**src/design/framed_line_packet_receiver_defines.svh**
```systemverilog
// Assertion macros for the framed line packet receiver.
// Used by modules that have clk_i and rst_ni in scope; no other dependencies.
`ifndef FRAMED_LINE_PACKET_RECEIVER_DEFINES_SVH
`define FRAMED_LINE_PACKET_RECEIVER_DEFINES_SVH

// Same-cycle implication, disabled while in reset.
`define FLPR_AST_SAME(lbl, ante, cons, msg) \
  lbl: assert property (@(posedge clk_i) disable iff (!rst_ni) (ante) |-> (cons)) \
    else $error(msg);

// Next-cycle implication, disabled while in reset.
`define FLPR_AST_NEXT(lbl, ante, cons, msg) \
  lbl: assert property (@(posedge clk_i) disable iff (!rst_ni) (ante) |=> (cons)) \
    else $error(msg);

`endif

```
**src/design/flpr_pkg.sv**
```systemverilog
// Shared types and constants of the framed line packet receiver.
// No dependencies; imported by the interfaces and every module.
`timescale 1ns / 1ps

package flpr_pkg;

  localparam int MaxPayload = 63;
  localparam int AddrW      = $clog2(MaxPayload);
  localparam int LenW       = $clog2(MaxPayload + 1);
  localparam int CapW       = 7;
  localparam int CmpW       = (CapW > LenW) ? CapW : LenW;
  localparam int ReqW       = 2;
  localparam int ByteW      = 8;
  localparam int TimeW      = 32;
  localparam int PaddrW     = 3;
  localparam int PdataW     = 32;

  localparam logic [ByteW-1:0]  HeaderReset = 8'h40;
  localparam logic [ByteW-1:0]  ChCr        = 8'h0D;
  localparam logic [ByteW-1:0]  ChLf        = 8'h0A;
  localparam logic [PaddrW-1:0] AddrHeader  = 3'd0;

  typedef enum logic [ReqW-1:0] {
    REQ_RX       = 2'd0,
    REQ_TAKE     = 2'd1,
    REQ_MBOX_RST = 2'd2
  } req_e;

  // controller -> datapath
  typedef struct packed {
    logic rx_en;
    logic mbox_clear;
    logic take_refuse;
    logic take_start;
    logic fetch_adv;
    logic out_load;
    logic out_empty;
    logic out_last;
  } cmd_t;

  // datapath -> controller
  typedef struct packed {
    logic refuse;
    logic at_end;
    logic idx_zero;
    logic out_busy;
    logic out_fire;
  } sts_t;

endpackage

```
**src/design/flpr_in_if.sv**
```systemverilog
// Input channel of the packet receiver: valid/ready plus request payload.
// Depends on flpr_pkg.
`timescale 1ns / 1ps

interface flpr_in_if;
  import flpr_pkg::*;

  logic             valid;
  logic             ready;
  logic [ReqW-1:0]  req_type;
  logic [ByteW-1:0] rx_byte;
  logic [TimeW-1:0] now_ms;
  logic [CapW-1:0]  take_capacity;

  modport source (output valid, req_type, rx_byte, now_ms, take_capacity, input ready);
  modport sink   (input valid, req_type, rx_byte, now_ms, take_capacity, output ready);
endinterface

```
**src/design/flpr_out_if.sv**
```systemverilog
// Result channel of the packet receiver: valid/ready plus one result beat.
// Depends on flpr_pkg.
`timescale 1ns / 1ps

interface flpr_out_if;
  import flpr_pkg::*;

  logic             valid;
  logic             ready;
  logic             packet_taken;
  logic [ByteW-1:0] data_byte;
  logic             byte_valid;
  logic             last;
  logic [TimeW-1:0] packet_time;
  logic [TimeW-1:0] max_gap;
  logic [TimeW-1:0] overwrite_count;

  modport source (output valid, packet_taken, data_byte, byte_valid, last, packet_time,
                  max_gap, overwrite_count, input ready);
  modport sink   (input valid, packet_taken, data_byte, byte_valid, last, packet_time,
                  max_gap, overwrite_count, output ready);
endinterface

```
**src/design/flpr_ctrl.sv**
```systemverilog
// Request sequencer: accepts requests and steps a take through the mailbox.
// Depends on flpr_pkg and framed_line_packet_receiver_defines.svh.
`timescale 1ns / 1ps
`include "framed_line_packet_receiver_defines.svh"

module flpr_ctrl (
  input  logic                        clk_i,
  input  logic                        rst_ni,
  input  logic                        in_valid_i,
  input  logic [flpr_pkg::ReqW-1:0]   in_req_i,
  output logic                        in_ready_o,
  input  flpr_pkg::sts_t              sts_i,
  output flpr_pkg::cmd_t              cmd_o
);
  import flpr_pkg::*;

  typedef enum logic [2:0] {
    S_IDLE  = 3'b001,
    S_FETCH = 3'b010,
    S_EMIT  = 3'b100
  } state_e;

  state_e state_q, state_d;
  logic   in_ready;

  always_comb begin
    cmd_o    = '0;
    state_d  = state_q;
    in_ready = 1'b0;
    unique case (state_q)
      S_IDLE: begin
        // a pending result only blocks takes
        in_ready = !sts_i.out_busy || (in_req_i != REQ_TAKE);
        if (in_valid_i && in_ready) begin
          unique case (in_req_i)
            REQ_RX:       cmd_o.rx_en      = 1'b1;
            REQ_MBOX_RST: cmd_o.mbox_clear = 1'b1;
            REQ_TAKE: begin
              if (sts_i.refuse) begin
                cmd_o.take_refuse = 1'b1;
              end else begin
                cmd_o.take_start = 1'b1;
                state_d          = S_FETCH;
              end
            end
            default: ;
          endcase
        end
      end
      S_FETCH: begin
        if (sts_i.idx_zero) begin
          if (sts_i.at_end) begin
            cmd_o.out_load  = 1'b1;
            cmd_o.out_empty = 1'b1;
            state_d         = S_IDLE;
          end else begin
            cmd_o.fetch_adv = 1'b1;
          end
        end else begin
          // emit the held byte; last when the byte just read ends the packet
          cmd_o.out_load = 1'b1;
          cmd_o.out_last = sts_i.at_end;
          if (sts_i.at_end) begin
            state_d = S_IDLE;
          end else begin
            cmd_o.fetch_adv = 1'b1;
            state_d         = S_EMIT;
          end
        end
      end
      S_EMIT: begin
        if (sts_i.out_fire) begin
          state_d = S_FETCH;
        end
      end
      default: state_d = S_IDLE;
    endcase
  end

  assign in_ready_o = in_ready;

  always_ff @(posedge clk_i or negedge rst_ni) begin
    if (!rst_ni) begin
      state_q <= S_IDLE;
    end else begin
      state_q <= state_d;
    end
  end

  `FLPR_AST_SAME(a_load_free, cmd_o.out_load || cmd_o.take_refuse, !sts_i.out_busy, "result loaded over a pending beat")
  `FLPR_AST_NEXT(a_start_fetch, cmd_o.take_start, (state_q == S_FETCH) && sts_i.idx_zero, "take did not start at index zero")
  `FLPR_AST_NEXT(a_last_idle, cmd_o.out_load && (cmd_o.out_empty || cmd_o.out_last), state_q == S_IDLE, "final beat did not end the take")
  `FLPR_AST_SAME(a_emit_busy, state_q == S_EMIT, sts_i.out_busy, "waiting for a beat that is not pending")

endmodule

```
**src/design/flpr_datapath.sv**
```systemverilog
// Framing, ping-pong payload banks, mailbox state and the result register.
// Depends on flpr_pkg, flpr_out_if.
`timescale 1ns / 1ps

module flpr_datapath (
  input  logic                         clk_i,
  input  logic                         rst_ni,
  input  logic [flpr_pkg::ByteW-1:0]   header_i,
  input  logic [flpr_pkg::ByteW-1:0]   rx_byte_i,
  input  logic [flpr_pkg::TimeW-1:0]   now_ms_i,
  input  logic [flpr_pkg::CapW-1:0]    take_capacity_i,
  input  flpr_pkg::cmd_t               cmd_i,
  output flpr_pkg::sts_t               sts_o,
  flpr_out_if.source                   out_m
);
  import flpr_pkg::*;

  typedef enum logic [2:0] {
    F_IDLE    = 3'b001,
    F_PAYLOAD = 3'b010,
    F_CR      = 3'b100
  } frame_e;

  // framing and mailbox state
  frame_e           fstate_q, fstate_d;
  logic [LenW-1:0]  blen_q, blen_d;
  logic             ovf_q, ovf_d;
  logic             build_sel_q, build_sel_d;   // bank being built; mailbox is the other
  logic [LenW-1:0]  mlen_q, mlen_d;
  logic             mfull_q, mfull_d;
  logic [TimeW-1:0] mtime_q, mtime_d;
  logic [TimeW-1:0] prev_q, prev_d;
  logic             has_prev_q, has_prev_d;
  logic [TimeW-1:0] pgap_q, pgap_d;
  logic [TimeW-1:0] ow_q, ow_d;

  logic             wr_en;
  logic             publish;
  logic [TimeW-1:0] gap_w;

  // take state
  logic [LenW-1:0]  limit_q, limit_w;
  logic [LenW-1:0]  idx_q, idx_d;
  logic [ByteW-1:0] hold_q;
  logic [TimeW-1:0] tgap_q;
  logic [CmpW-1:0]  cap_m1;
  logic [CmpW-1:0]  len_ext;

  // payload banks
  logic [ByteW-1:0] bank0_mem [MaxPayload];
  logic [ByteW-1:0] bank1_mem [MaxPayload];
  logic [ByteW-1:0] rd0_q, rd1_q, rdata;
  logic             rd_en;

  // result register
  logic             out_valid_q;
  logic             o_taken_q, o_bvalid_q, o_last_q;
  logic [ByteW-1:0] o_data_q;
  logic [TimeW-1:0] o_time_q, o_gap_q, o_ow_q;

  assign gap_w = now_ms_i - prev_q;

  always_comb begin
    fstate_d    = fstate_q;
    blen_d      = blen_q;
    ovf_d       = ovf_q;
    build_sel_d = build_sel_q;
    mlen_d      = mlen_q;
    mfull_d     = mfull_q;
    mtime_d     = mtime_q;
    prev_d      = prev_q;
    has_prev_d  = has_prev_q;
    pgap_d      = pgap_q;
    ow_d        = ow_q;
    wr_en       = 1'b0;
    publish     = 1'b0;

    if (cmd_i.rx_en) begin
      if (rx_byte_i == header_i) begin
        fstate_d = F_PAYLOAD;
        blen_d   = '0;
        ovf_d    = 1'b0;
      end else begin
        unique case (fstate_q)
          F_PAYLOAD: begin
            priority if (rx_byte_i == ChCr) begin
              fstate_d = F_CR;
            end else if (rx_byte_i == ChLf) begin
              fstate_d = F_IDLE;
              blen_d   = '0;
              ovf_d    = 1'b0;
            end else if (blen_q < LenW'(MaxPayload)) begin
              wr_en  = 1'b1;
              blen_d = blen_q + LenW'(1);
            end else begin
              ovf_d = 1'b1;
            end
          end
          F_CR: begin
            publish  = (rx_byte_i == ChLf) && !ovf_q;
            fstate_d = F_IDLE;
            blen_d   = '0;
            ovf_d    = 1'b0;
          end
          default: ;  // idle: bytes other than the header are dropped
        endcase
      end
    end

    if (publish) begin
      if (mfull_q) begin
        ow_d = ow_q + TimeW'(1);
      end
      build_sel_d = ~build_sel_q;
      mlen_d      = blen_q;
      if (has_prev_q) begin
        if (gap_w > pgap_q) begin
          pgap_d = gap_w;
        end
      end else begin
        has_prev_d = 1'b1;
      end
      prev_d  = now_ms_i;
      mtime_d = now_ms_i;
      mfull_d = 1'b1;
    end

    if (cmd_i.mbox_clear) begin
      mfull_d    = 1'b0;
      mlen_d     = '0;
      mtime_d    = now_ms_i;
      ow_d       = '0;
      pgap_d     = '0;
      has_prev_d = 1'b0;
      prev_d     = now_ms_i;
      fstate_d   = F_IDLE;
      blen_d     = '0;
      ovf_d      = 1'b0;
    end

    if (cmd_i.take_start) begin
      mfull_d = 1'b0;
      pgap_d  = '0;
    end
  end

  always_ff @(posedge clk_i or negedge rst_ni) begin
    if (!rst_ni) begin
      fstate_q    <= F_IDLE;
      blen_q      <= '0;
      ovf_q       <= 1'b0;
      build_sel_q <= 1'b0;
      mlen_q      <= '0;
      mfull_q     <= 1'b0;
      mtime_q     <= '0;
      prev_q      <= '0;
      has_prev_q  <= 1'b0;
      pgap_q      <= '0;
      ow_q        <= '0;
    end else begin
      fstate_q    <= fstate_d;
      blen_q      <= blen_d;
      ovf_q       <= ovf_d;
      build_sel_q <= build_sel_d;
      mlen_q      <= mlen_d;
      mfull_q     <= mfull_d;
      mtime_q     <= mtime_d;
      prev_q      <= prev_d;
      has_prev_q  <= has_prev_d;
      pgap_q      <= pgap_d;
      ow_q        <= ow_d;
    end
  end

  // take length: min(capacity - 1, mailbox length)
  assign cap_m1  = CmpW'(take_capacity_i) - CmpW'(1);
  assign len_ext = CmpW'(mlen_q);
  assign limit_w = (cap_m1 > len_ext) ? mlen_q : LenW'(cap_m1);

  always_comb begin
    idx_d = idx_q;
    if (cmd_i.take_start) begin
      idx_d = '0;
    end else if (cmd_i.fetch_adv) begin
      idx_d = idx_q + LenW'(1);
    end
  end

  // prefetch the byte at the new index so the current one knows if it is last
  assign rd_en = (cmd_i.take_start || cmd_i.fetch_adv) && (idx_d < LenW'(MaxPayload));

  always_ff @(posedge clk_i) begin
    if (cmd_i.take_start) begin
      limit_q <= limit_w;
      tgap_q  <= pgap_q;
    end
    if (cmd_i.take_start || cmd_i.fetch_adv) begin
      idx_q <= idx_d;
    end
    if (cmd_i.fetch_adv) begin
      hold_q <= rdata;
    end
  end

  always_ff @(posedge clk_i) begin
    if (wr_en && !build_sel_q) begin
      bank0_mem[blen_q[AddrW-1:0]] <= rx_byte_i;
    end
    if (rd_en) begin
      rd0_q <= bank0_mem[idx_d[AddrW-1:0]];
    end
  end

  always_ff @(posedge clk_i) begin
    if (wr_en && build_sel_q) begin
      bank1_mem[blen_q[AddrW-1:0]] <= rx_byte_i;
    end
    if (rd_en) begin
      rd1_q <= bank1_mem[idx_d[AddrW-1:0]];
    end
  end

  assign rdata = build_sel_q ? rd0_q : rd1_q;

  // result register
  always_ff @(posedge clk_i or negedge rst_ni) begin
    if (!rst_ni) begin
      out_valid_q <= 1'b0;
    end else if (cmd_i.take_refuse || cmd_i.out_load) begin
      out_valid_q <= 1'b1;
    end else if (out_m.ready) begin
      out_valid_q <= 1'b0;
    end
  end

  always_ff @(posedge clk_i) begin
    if (cmd_i.take_refuse) begin
      o_taken_q  <= 1'b0;
      o_data_q   <= '0;
      o_bvalid_q <= 1'b0;
      o_last_q   <= 1'b1;
      o_time_q   <= '0;
      o_gap_q    <= '0;
      o_ow_q     <= ow_q;
    end else if (cmd_i.out_load) begin
      o_taken_q  <= 1'b1;
      o_data_q   <= cmd_i.out_empty ? '0 : hold_q;
      o_bvalid_q <= !cmd_i.out_empty;
      o_last_q   <= cmd_i.out_empty || cmd_i.out_last;
      o_time_q   <= mtime_q;
      o_gap_q    <= tgap_q;
      o_ow_q     <= ow_q;
    end
  end

  assign out_m.valid           = out_valid_q;
  assign out_m.packet_taken    = o_taken_q;
  assign out_m.data_byte       = o_data_q;
  assign out_m.byte_valid      = o_bvalid_q;
  assign out_m.last            = o_last_q;
  assign out_m.packet_time     = o_time_q;
  assign out_m.max_gap         = o_gap_q;
  assign out_m.overwrite_count = o_ow_q;

  assign sts_o.refuse   = (take_capacity_i == '0) || !mfull_q;
  assign sts_o.at_end   = (idx_q >= limit_q) ? 1'b1 : (rdata == '0);
  assign sts_o.idx_zero = (idx_q == '0);
  assign sts_o.out_busy = out_valid_q;
  assign sts_o.out_fire = out_valid_q && out_m.ready;

endmodule

```
**src/design/framed_line_packet_receiver.sv**
```systemverilog
// Top level of the framed line packet receiver: APB register, sequencer, datapath.
// Depends on flpr_pkg, flpr_in_if, flpr_out_if, flpr_ctrl, flpr_datapath.
//
//   channel  | dir | handshake              | beat
//   ---------+-----+------------------------+---------------------------------------
//   in_s     | in  | valid / ready          | req_type, rx_byte, now_ms, take_capacity
//   out_m    | out | valid / ready          | one result of a take
//   apb      | in  | psel, penable, pready  | header_byte at byte address 0
//
// Takes: a refused take gives one beat, as does an empty one (no byte).
//   A granted take holds the input until its final beat is loaded: the
//   registered bank read plus one lookahead byte find the final beat.
// Reset: rst_ni is asynchronous, active low; payload banks are not cleared.
// Stalls: a pending result beat blocks only new takes; bytes and mailbox
//   resets are still accepted. During a take no input beat is accepted.
`timescale 1ns / 1ps

module framed_line_packet_receiver (
  input  logic                          clk_i,
  input  logic                          rst_ni,
  flpr_in_if.sink                       in_s,
  flpr_out_if.source                    out_m,
  input  logic                          psel,
  input  logic                          penable,
  input  logic                          pwrite,
  input  logic [flpr_pkg::PaddrW-1:0]   paddr,
  input  logic [flpr_pkg::PdataW-1:0]   pwdata,
  output logic [flpr_pkg::PdataW-1:0]   prdata,
  output logic                          pready
);
  import flpr_pkg::*;

  logic [ByteW-1:0] header_q;
  logic             cfg_wr;
  cmd_t             cmd;
  sts_t             sts;

  // APB register file: just the header byte, zero wait states
  assign pready = 1'b1;
  assign cfg_wr = psel && penable && pwrite && (paddr == AddrHeader);

  always_ff @(posedge clk_i or negedge rst_ni) begin
    if (!rst_ni) begin
      header_q <= HeaderReset;
    end else if (cfg_wr) begin
      header_q <= pwdata[ByteW-1:0];
    end
  end

  assign prdata = (paddr == AddrHeader) ? PdataW'(header_q) : '0;

  // sequencer decides; datapath holds all framing and mailbox state
  flpr_ctrl u_ctrl (
    .clk_i      (clk_i),
    .rst_ni     (rst_ni),
    .in_valid_i (in_s.valid),
    .in_req_i   (in_s.req_type),
    .in_ready_o (in_s.ready),
    .sts_i      (sts),
    .cmd_o      (cmd)
  );

  flpr_datapath u_datapath (
    .clk_i           (clk_i),
    .rst_ni          (rst_ni),
    .header_i        (header_q),
    .rx_byte_i       (in_s.rx_byte),
    .now_ms_i        (in_s.now_ms),
    .take_capacity_i (in_s.take_capacity),
    .cmd_i           (cmd),
    .sts_o           (sts),
    .out_m           (out_m)
  );

endmodule
```
**src/flat_wrapper.sv**
```systemverilog
// flat-port wrapper written by rule: the top's interface ports become plain ports
module framed_line_packet_receiver_flat import flpr_pkg::*;
  (clk_i, rst_ni, psel, penable, pwrite, paddr, pwdata, prdata, pready, in_s_valid, in_s_req_type, in_s_rx_byte, in_s_now_ms, in_s_take_capacity, in_s_ready, out_m_valid, out_m_packet_taken, out_m_data_byte, out_m_byte_valid, out_m_last, out_m_packet_time, out_m_max_gap, out_m_overwrite_count, out_m_ready);
  flpr_in_if in_s_i ();
  flpr_out_if out_m_i ();
  input  logic clk_i;
  input  logic rst_ni;
  input  logic psel;
  input  logic penable;
  input  logic pwrite;
  input  logic [flpr_pkg::PaddrW-1:0] paddr;
  input  logic [flpr_pkg::PdataW-1:0] pwdata;
  output logic [flpr_pkg::PdataW-1:0] prdata;
  output logic pready;
  input wire logic [$bits(in_s_i.valid)-1:0] in_s_valid;
  input wire logic [$bits(in_s_i.req_type)-1:0] in_s_req_type;
  input wire logic [$bits(in_s_i.rx_byte)-1:0] in_s_rx_byte;
  input wire logic [$bits(in_s_i.now_ms)-1:0] in_s_now_ms;
  input wire logic [$bits(in_s_i.take_capacity)-1:0] in_s_take_capacity;
  output wire logic [$bits(in_s_i.ready)-1:0] in_s_ready;
  output wire logic [$bits(out_m_i.valid)-1:0] out_m_valid;
  output wire logic [$bits(out_m_i.packet_taken)-1:0] out_m_packet_taken;
  output wire logic [$bits(out_m_i.data_byte)-1:0] out_m_data_byte;
  output wire logic [$bits(out_m_i.byte_valid)-1:0] out_m_byte_valid;
  output wire logic [$bits(out_m_i.last)-1:0] out_m_last;
  output wire logic [$bits(out_m_i.packet_time)-1:0] out_m_packet_time;
  output wire logic [$bits(out_m_i.max_gap)-1:0] out_m_max_gap;
  output wire logic [$bits(out_m_i.overwrite_count)-1:0] out_m_overwrite_count;
  input wire logic [$bits(out_m_i.ready)-1:0] out_m_ready;
  assign in_s_i.valid = in_s_valid;
  assign in_s_i.req_type = in_s_req_type;
  assign in_s_i.rx_byte = in_s_rx_byte;
  assign in_s_i.now_ms = in_s_now_ms;
  assign in_s_i.take_capacity = in_s_take_capacity;
  assign in_s_ready = in_s_i.ready;
  assign out_m_valid = out_m_i.valid;
  assign out_m_packet_taken = out_m_i.packet_taken;
  assign out_m_data_byte = out_m_i.data_byte;
  assign out_m_byte_valid = out_m_i.byte_valid;
  assign out_m_last = out_m_i.last;
  assign out_m_packet_time = out_m_i.packet_time;
  assign out_m_max_gap = out_m_i.max_gap;
  assign out_m_overwrite_count = out_m_i.overwrite_count;
  assign out_m_i.ready = out_m_ready;
  framed_line_packet_receiver u_core (.clk_i(clk_i), .rst_ni(rst_ni), .in_s(in_s_i), .out_m(out_m_i), .psel(psel), .penable(penable), .pwrite(pwrite), .paddr(paddr), .pwdata(pwdata), .prdata(prdata), .pready(pready));
endmodule
```
**config.mk**
```make
export PLATFORM = sky130hd
export DESIGN_NAME = framed_line_packet_receiver_flat
export DESIGN_NICKNAME = d
export VERILOG_FILES = /design/src/design/flpr_pkg.sv /design/src/design/flpr_in_if.sv /design/src/design/flpr_out_if.sv /design/src/design/flpr_ctrl.sv /design/src/design/flpr_datapath.sv /design/src/design/framed_line_packet_receiver.sv /design/src/flat_wrapper.sv
export VERILOG_INCLUDE_DIRS = /design/src /design/src/design
export SDC_FILE = /design/constraint.sdc
export NUM_CORES = 2
export LEC_CHECK = 0
export ABC_CLOCK_PERIOD_IN_PS = 7000
export BUFFER_PORTS_ARGS = -buffer_cell sky130_fd_sc_hd__buf_2
export CAP_MARGIN = 10
export CORE_ASPECT_RATIO = 1.2
export CORE_MARGIN = 5
export CORE_UTILIZATION = 50
export CTS_CLUSTER_DIAMETER = 200
export DETAILED_ROUTE_END_ITERATION = 8
export GPL_ROUTABILITY_DRIVEN = 0
export PLACE_DENSITY = 0.67
export SYNTH_ARGS = -nofsm -noshare
export SYNTH_HDL_FRONTEND = slang
export SYNTH_HIERARCHICAL = 1
export SYNTH_SLANG_ARGS = --single-unit
```
**constraint.sdc**
```tcl
create_clock -name clk_i -period 7 [get_ports clk_i]
set_clock_uncertainty 0.05 [all_clocks]
set_input_delay 0.35 -clock clk_i [delete_from_list [all_inputs] [get_ports clk_i]]
set_output_delay 0.35 -clock clk_i [all_outputs]
set_load 0.1 [all_outputs]
```
==> out/metrics.json <==
{
  "slowest_cell_on_the_critical_path": {"value": "a32oi_2"},
  "detailed_place_hpwl": {"value": 82.0, "unit": "mm"},
  "path_delay_family": {"value": "compound AO/OA/AOI/OAI gates"},
  "power-per-cell-area": {"value": 261, "unit": "nW/um^2"},
  "flow.area_growth_from_synthesis": {"value": 11.7, "unit": "%"},
  "filler_cell_count": {"value": 8822},
  "crit_arrival": {"value": 6.36, "unit": "ns"},
  "synth_seq_area_share": {"value": 68.3, "unit": "%"},
  "grt_overflow_total": {"value": 0},
  "yosysMostFrequentCell": {"value": "edfxtp_1"},
  "core": {"value": 111000, "unit": "um^2"},
  "tightest_slew": {"value": 1.04, "unit": "ns"},
  "firstDrtPassIters": {"value": 5},
  "clock_insertion_delay_worst_skew": {"value": 0.74, "unit": "ns"},
  "crit_path_max_incr_delay": {"value": 0.72, "unit": "ns"},
  "row_count": {"value": 134},
  "ctsRootBufferMaster": {"value": "clkbuf_16"},
  "sum_neg_setup_slack": {"value": 0, "unit": "ns"},
  "path_cells": {"value": "ha_1 -> inv_1 -> fa_1 -> a21oi_1 -> o211ai_1 -> a32oi_1 -> o311a_1 -> o21ai_0 -> a21oi_1 -> xnor2_1 -> ha_1 -> nand4_1 -> nor4_1 -> nand2_1 -> and3_1 -> a32oi_2 -> buf_4 -> nand2_1 -> a21oi_1"},
  "synth_largest_area_cell": {"value": "edfxtp_1"},
  "clock_tree_from_tritoncts": {"value": "yes"},
  "achievable-frequency": {"value": 0.173, "unit": "GHz"},
  "yosysWarningCount": {"value": 6},
  "die_width": {"value": 314, "unit": "um"},
  "post_cts_buffers": {"value": 0},
  "cts.path.max_buffers": {"value": 3},
  "worstHoldEndpoint": {"value": "u_core/u_datapath/bank1_mem[46][6]"},
  "outcome": {"value": "finished clean"},
  "ant_nets": {"value": 0},
  "reg2reg_setup_slack": {"value": 1.22, "unit": "ns"},
  "antenna_violations_before_repair": {"value": 2},
  "cts_buffers": {"value": 120},
  "final_util": {"value": 56.0, "unit": "%"},
  "net_total_in_the_final_layout": {"value": 4650},
  "synth_enable_flop_cells": {"value": 1108},
  "timing.final.setup_violations": {"value": 0},
  "critPathMaxFanout": {"value": 17},
  "cts_sinks": {"value": 1310},
  "worstHoldPathCells": {"value": 1},
  "initial_core_util": {"value": 50.1, "unit": "%"},
  "total_buffers_and_inverters_traversed_by_the_critical_path": {"value": 2},
  "critical_path.startpoint_type": {"value": "flop"},
  "holdCritPathClass": {"value": "in2reg"},
  "most_frequently_used_flop_master_after_synthesis": {"value": "edfxtp_1"},
  "final_layout_size_suffix_gt1_share": {"value": 11.7, "unit": "%"},
  "dpl-instance-area": {"value": 57900, "unit": "um^2"},
  "crit_path_frequent_cell": {"value": "a21oi_1"},
  "p_leak": {"value": 22.9, "unit": "nW"},
  "total_track_usage": {"value": 22.4, "unit": "%"},
  "final_min_period_over_clock_period": {"value": 82.6, "unit": "%"},
  "ioPinCount": {"value": 233},
  "die_h": {"value": 375, "unit": "um"},
  "max-vdd-ir-drop": {"value": 0.000231, "unit": "V"},
  "rr_endpoint": {"value": "u_core/u_datapath/pgap_q[11]"},
  "totalWireLength": {"value": 135, "unit": "mm"},
  "timing.slew.headroom": {"value": 30.8, "unit": "%"},
  "timing.critical_path.to_type": {"value": "flop"},
  "maxCapViolations": {"value": 0},
  "final_design_area_no_fill": {"value": 62000, "unit": "um^2"},
  "hold_viol": {"value": 0},
  "clk_pin_slew_worst_paths": {"value": 0.06, "unit": "ns"},
  "postSynthRegisterBits": {"value": 1310},
  "grt_setup_unrepaired": {"value": "no"},
  "drcViolationCount": {"value": 0},
  "buffer_ports.inserted": {"value": 183},
  "synthDistinctLibCells": {"value": 78},
  "h-tree-depth": {"value": 3},
  "grt_pass1_vias": {"value": 33800},
  "syn_inst": {"value": 4343},
  "route.detailed.wl_per_inst": {"value": 22.2, "unit": "um"},
  "synthArstFlopShare": {"value": 9.69, "unit": "%"},
  "critPathKind": {"value": "reg2reg"},
  "route.detailed.vias_per_inst": {"value": 5.75},
  "period_minus_ws_final": {"value": 5.78, "unit": "ns"},
  "maxSlewViolCount": {"value": 0},
  "critical_path_cell_count": {"value": 19},
  "synth_top_area_cells": {"value": "edfxtp_1 60%, nand2_1 6.0%, dfrtp_1 5.6%"},
  "cp.required": {"value": 7.58, "unit": "ns"},
  "grt_pass1_wl": {"value": 204, "unit": "mm"},
  "drt_first_iter_violations": {"value": 3445},
  "ys_top_cells_by_count": {"value": "1108 x edfxtp_1, 887 x nand2_1, 302 x nor2_1"},
  "reg2regPathDepth": {"value": 19},
  "synth_top_area_share": {"value": 59.9, "unit": "%"},
  "reg2reg_from": {"value": "u_core/u_datapath/prev_q[0]"},
  "grt_max_degree": {"value": 137},
  "hold_path.startpoint": {"value": "in_s_rx_byte[6]"},
  "fp.dieArea": {"value": 118000, "unit": "um^2"},
  "avgSynthCellArea": {"value": 12.8, "unit": "um^2"},
  "syn_area": {"value": 55500, "unit": "um^2"},
  "number_of_vias_in_the_routed_layout": {"value": 35000}
}
[logic make-up (layout without fill, tap and decap cells)]
family          Yosys count  after routing  share of synthesized area (%)
fa+ha+maj                82             82                           1.86
simple gates           1701           1701                           13.6
compound gates          495            495                           6.31
other cells               2             27                         0.0135
flops                  1310           1310                           68.3
mux                     274            274                           5.82
buf+inv                 409            622                           3.00
xor+xnor                 70             70                           1.10
[routing by layer]
metal  global-route usage [%]  share of wire, %  vias up
li1                         -                 -    16100
met1                     29.2                40    17300
met2                     38.0                49     1311
met3                     3.40               7.0      274
met4                     8.83               4.1        0
met5                        0                 0        -
[cell usage in the layout (no fill, tap or decap), types with 17 or more instances in the layout]
master and instances:
xnor2_1 29, a221o_1 17, dfxtp_1 75, dfrtp_1 124
clkinv_1 21, buf_2 174, o21ai_0 49, a31oi_1 41
clkinv_2 18, inv_1 105, edfxtp_1 1108, nand4_1 19
clkbuf_1 42, nand3_1 221, or3_1 34, nor2_1 300
mux4_2 32, buf_4 60, o22ai_1 17, nand2_1 887
dlygate4sd3_1 44, a21o_1 22, mux2_2 40, conb_1 25
a311oi_1 144, o31ai_1 36, clkbuf_16 122, a21oi_1 120
and3_1 115, ha_1 81, xor2_1 41, mux2i_1 194
[timing repair]
action / CTS / global route
gates resized for setup: 0 / 0
hold buffers: 44 / 0
hold endpoints to repair: 141 / 0
[through the flow]
step	hold slack (ns)	setup slack [ns]	total power, mW	std cells
after floorplan	0.00441	1.65	9.62	4366
after detailed placement	0.363	1.16	10.1	5807
after global routing	0.0575	0.797	16.8	6076
final	0.0723	1.22	16.2	6077
after global placement	0.360	1.32	10.1	5807
after CTS	0.0202	1.27	16.3	6075
[worst max path at each step]
stage                                              end  slack, ns                           from
after floorplan             u_core/u_datapath/rd0_q[0]       1.65  u_core/u_datapath/out_m.valid
after global placement     u_core/u_datapath/pgap_q[4]       1.32                 in_s_now_ms[0]
after detailed placement  u_core/u_datapath/pgap_q[11]       1.16                 in_s_now_ms[0]
after CTS                   u_core/u_datapath/rd1_q[5]       1.27     u_core/u_datapath/idx_q[0]
after global routing      u_core/u_datapath/pgap_q[11]       0.80    u_core/u_datapath/prev_q[0]
final                     u_core/u_datapath/pgap_q[11]       1.22    u_core/u_datapath/prev_q[0]
[cell type report]
cell class              count  area, um^2  area share (%)
diodes                      2        5.00         0.00807
clock buffers             173        3330            5.36
clock inverters            51         398           0.641
inverters                 108         419           0.676
multi-input cells        2647       16100            25.9
flip-flops and latches   1310       38000            61.2
well taps                1496        1870            3.02
repair buffers            290        1990            3.21
[power breakdown]
| group | total (mW) | internal [mW] | leakage, nW | switching (mW) |
|---|---|---|---|---|
| logic | 1.36 | 0.425 | 8.93 | 0.940 |
| clock network | 6.24 | 3.44 | 1.81 | 2.80 |
| registers | 8.60 | 8.52 | 12.1 | 0.0765 |
| total | 16.2 | 12.4 | 22.9 | 3.81 |
No activity file was read; power rests on OpenSTA's default activity.
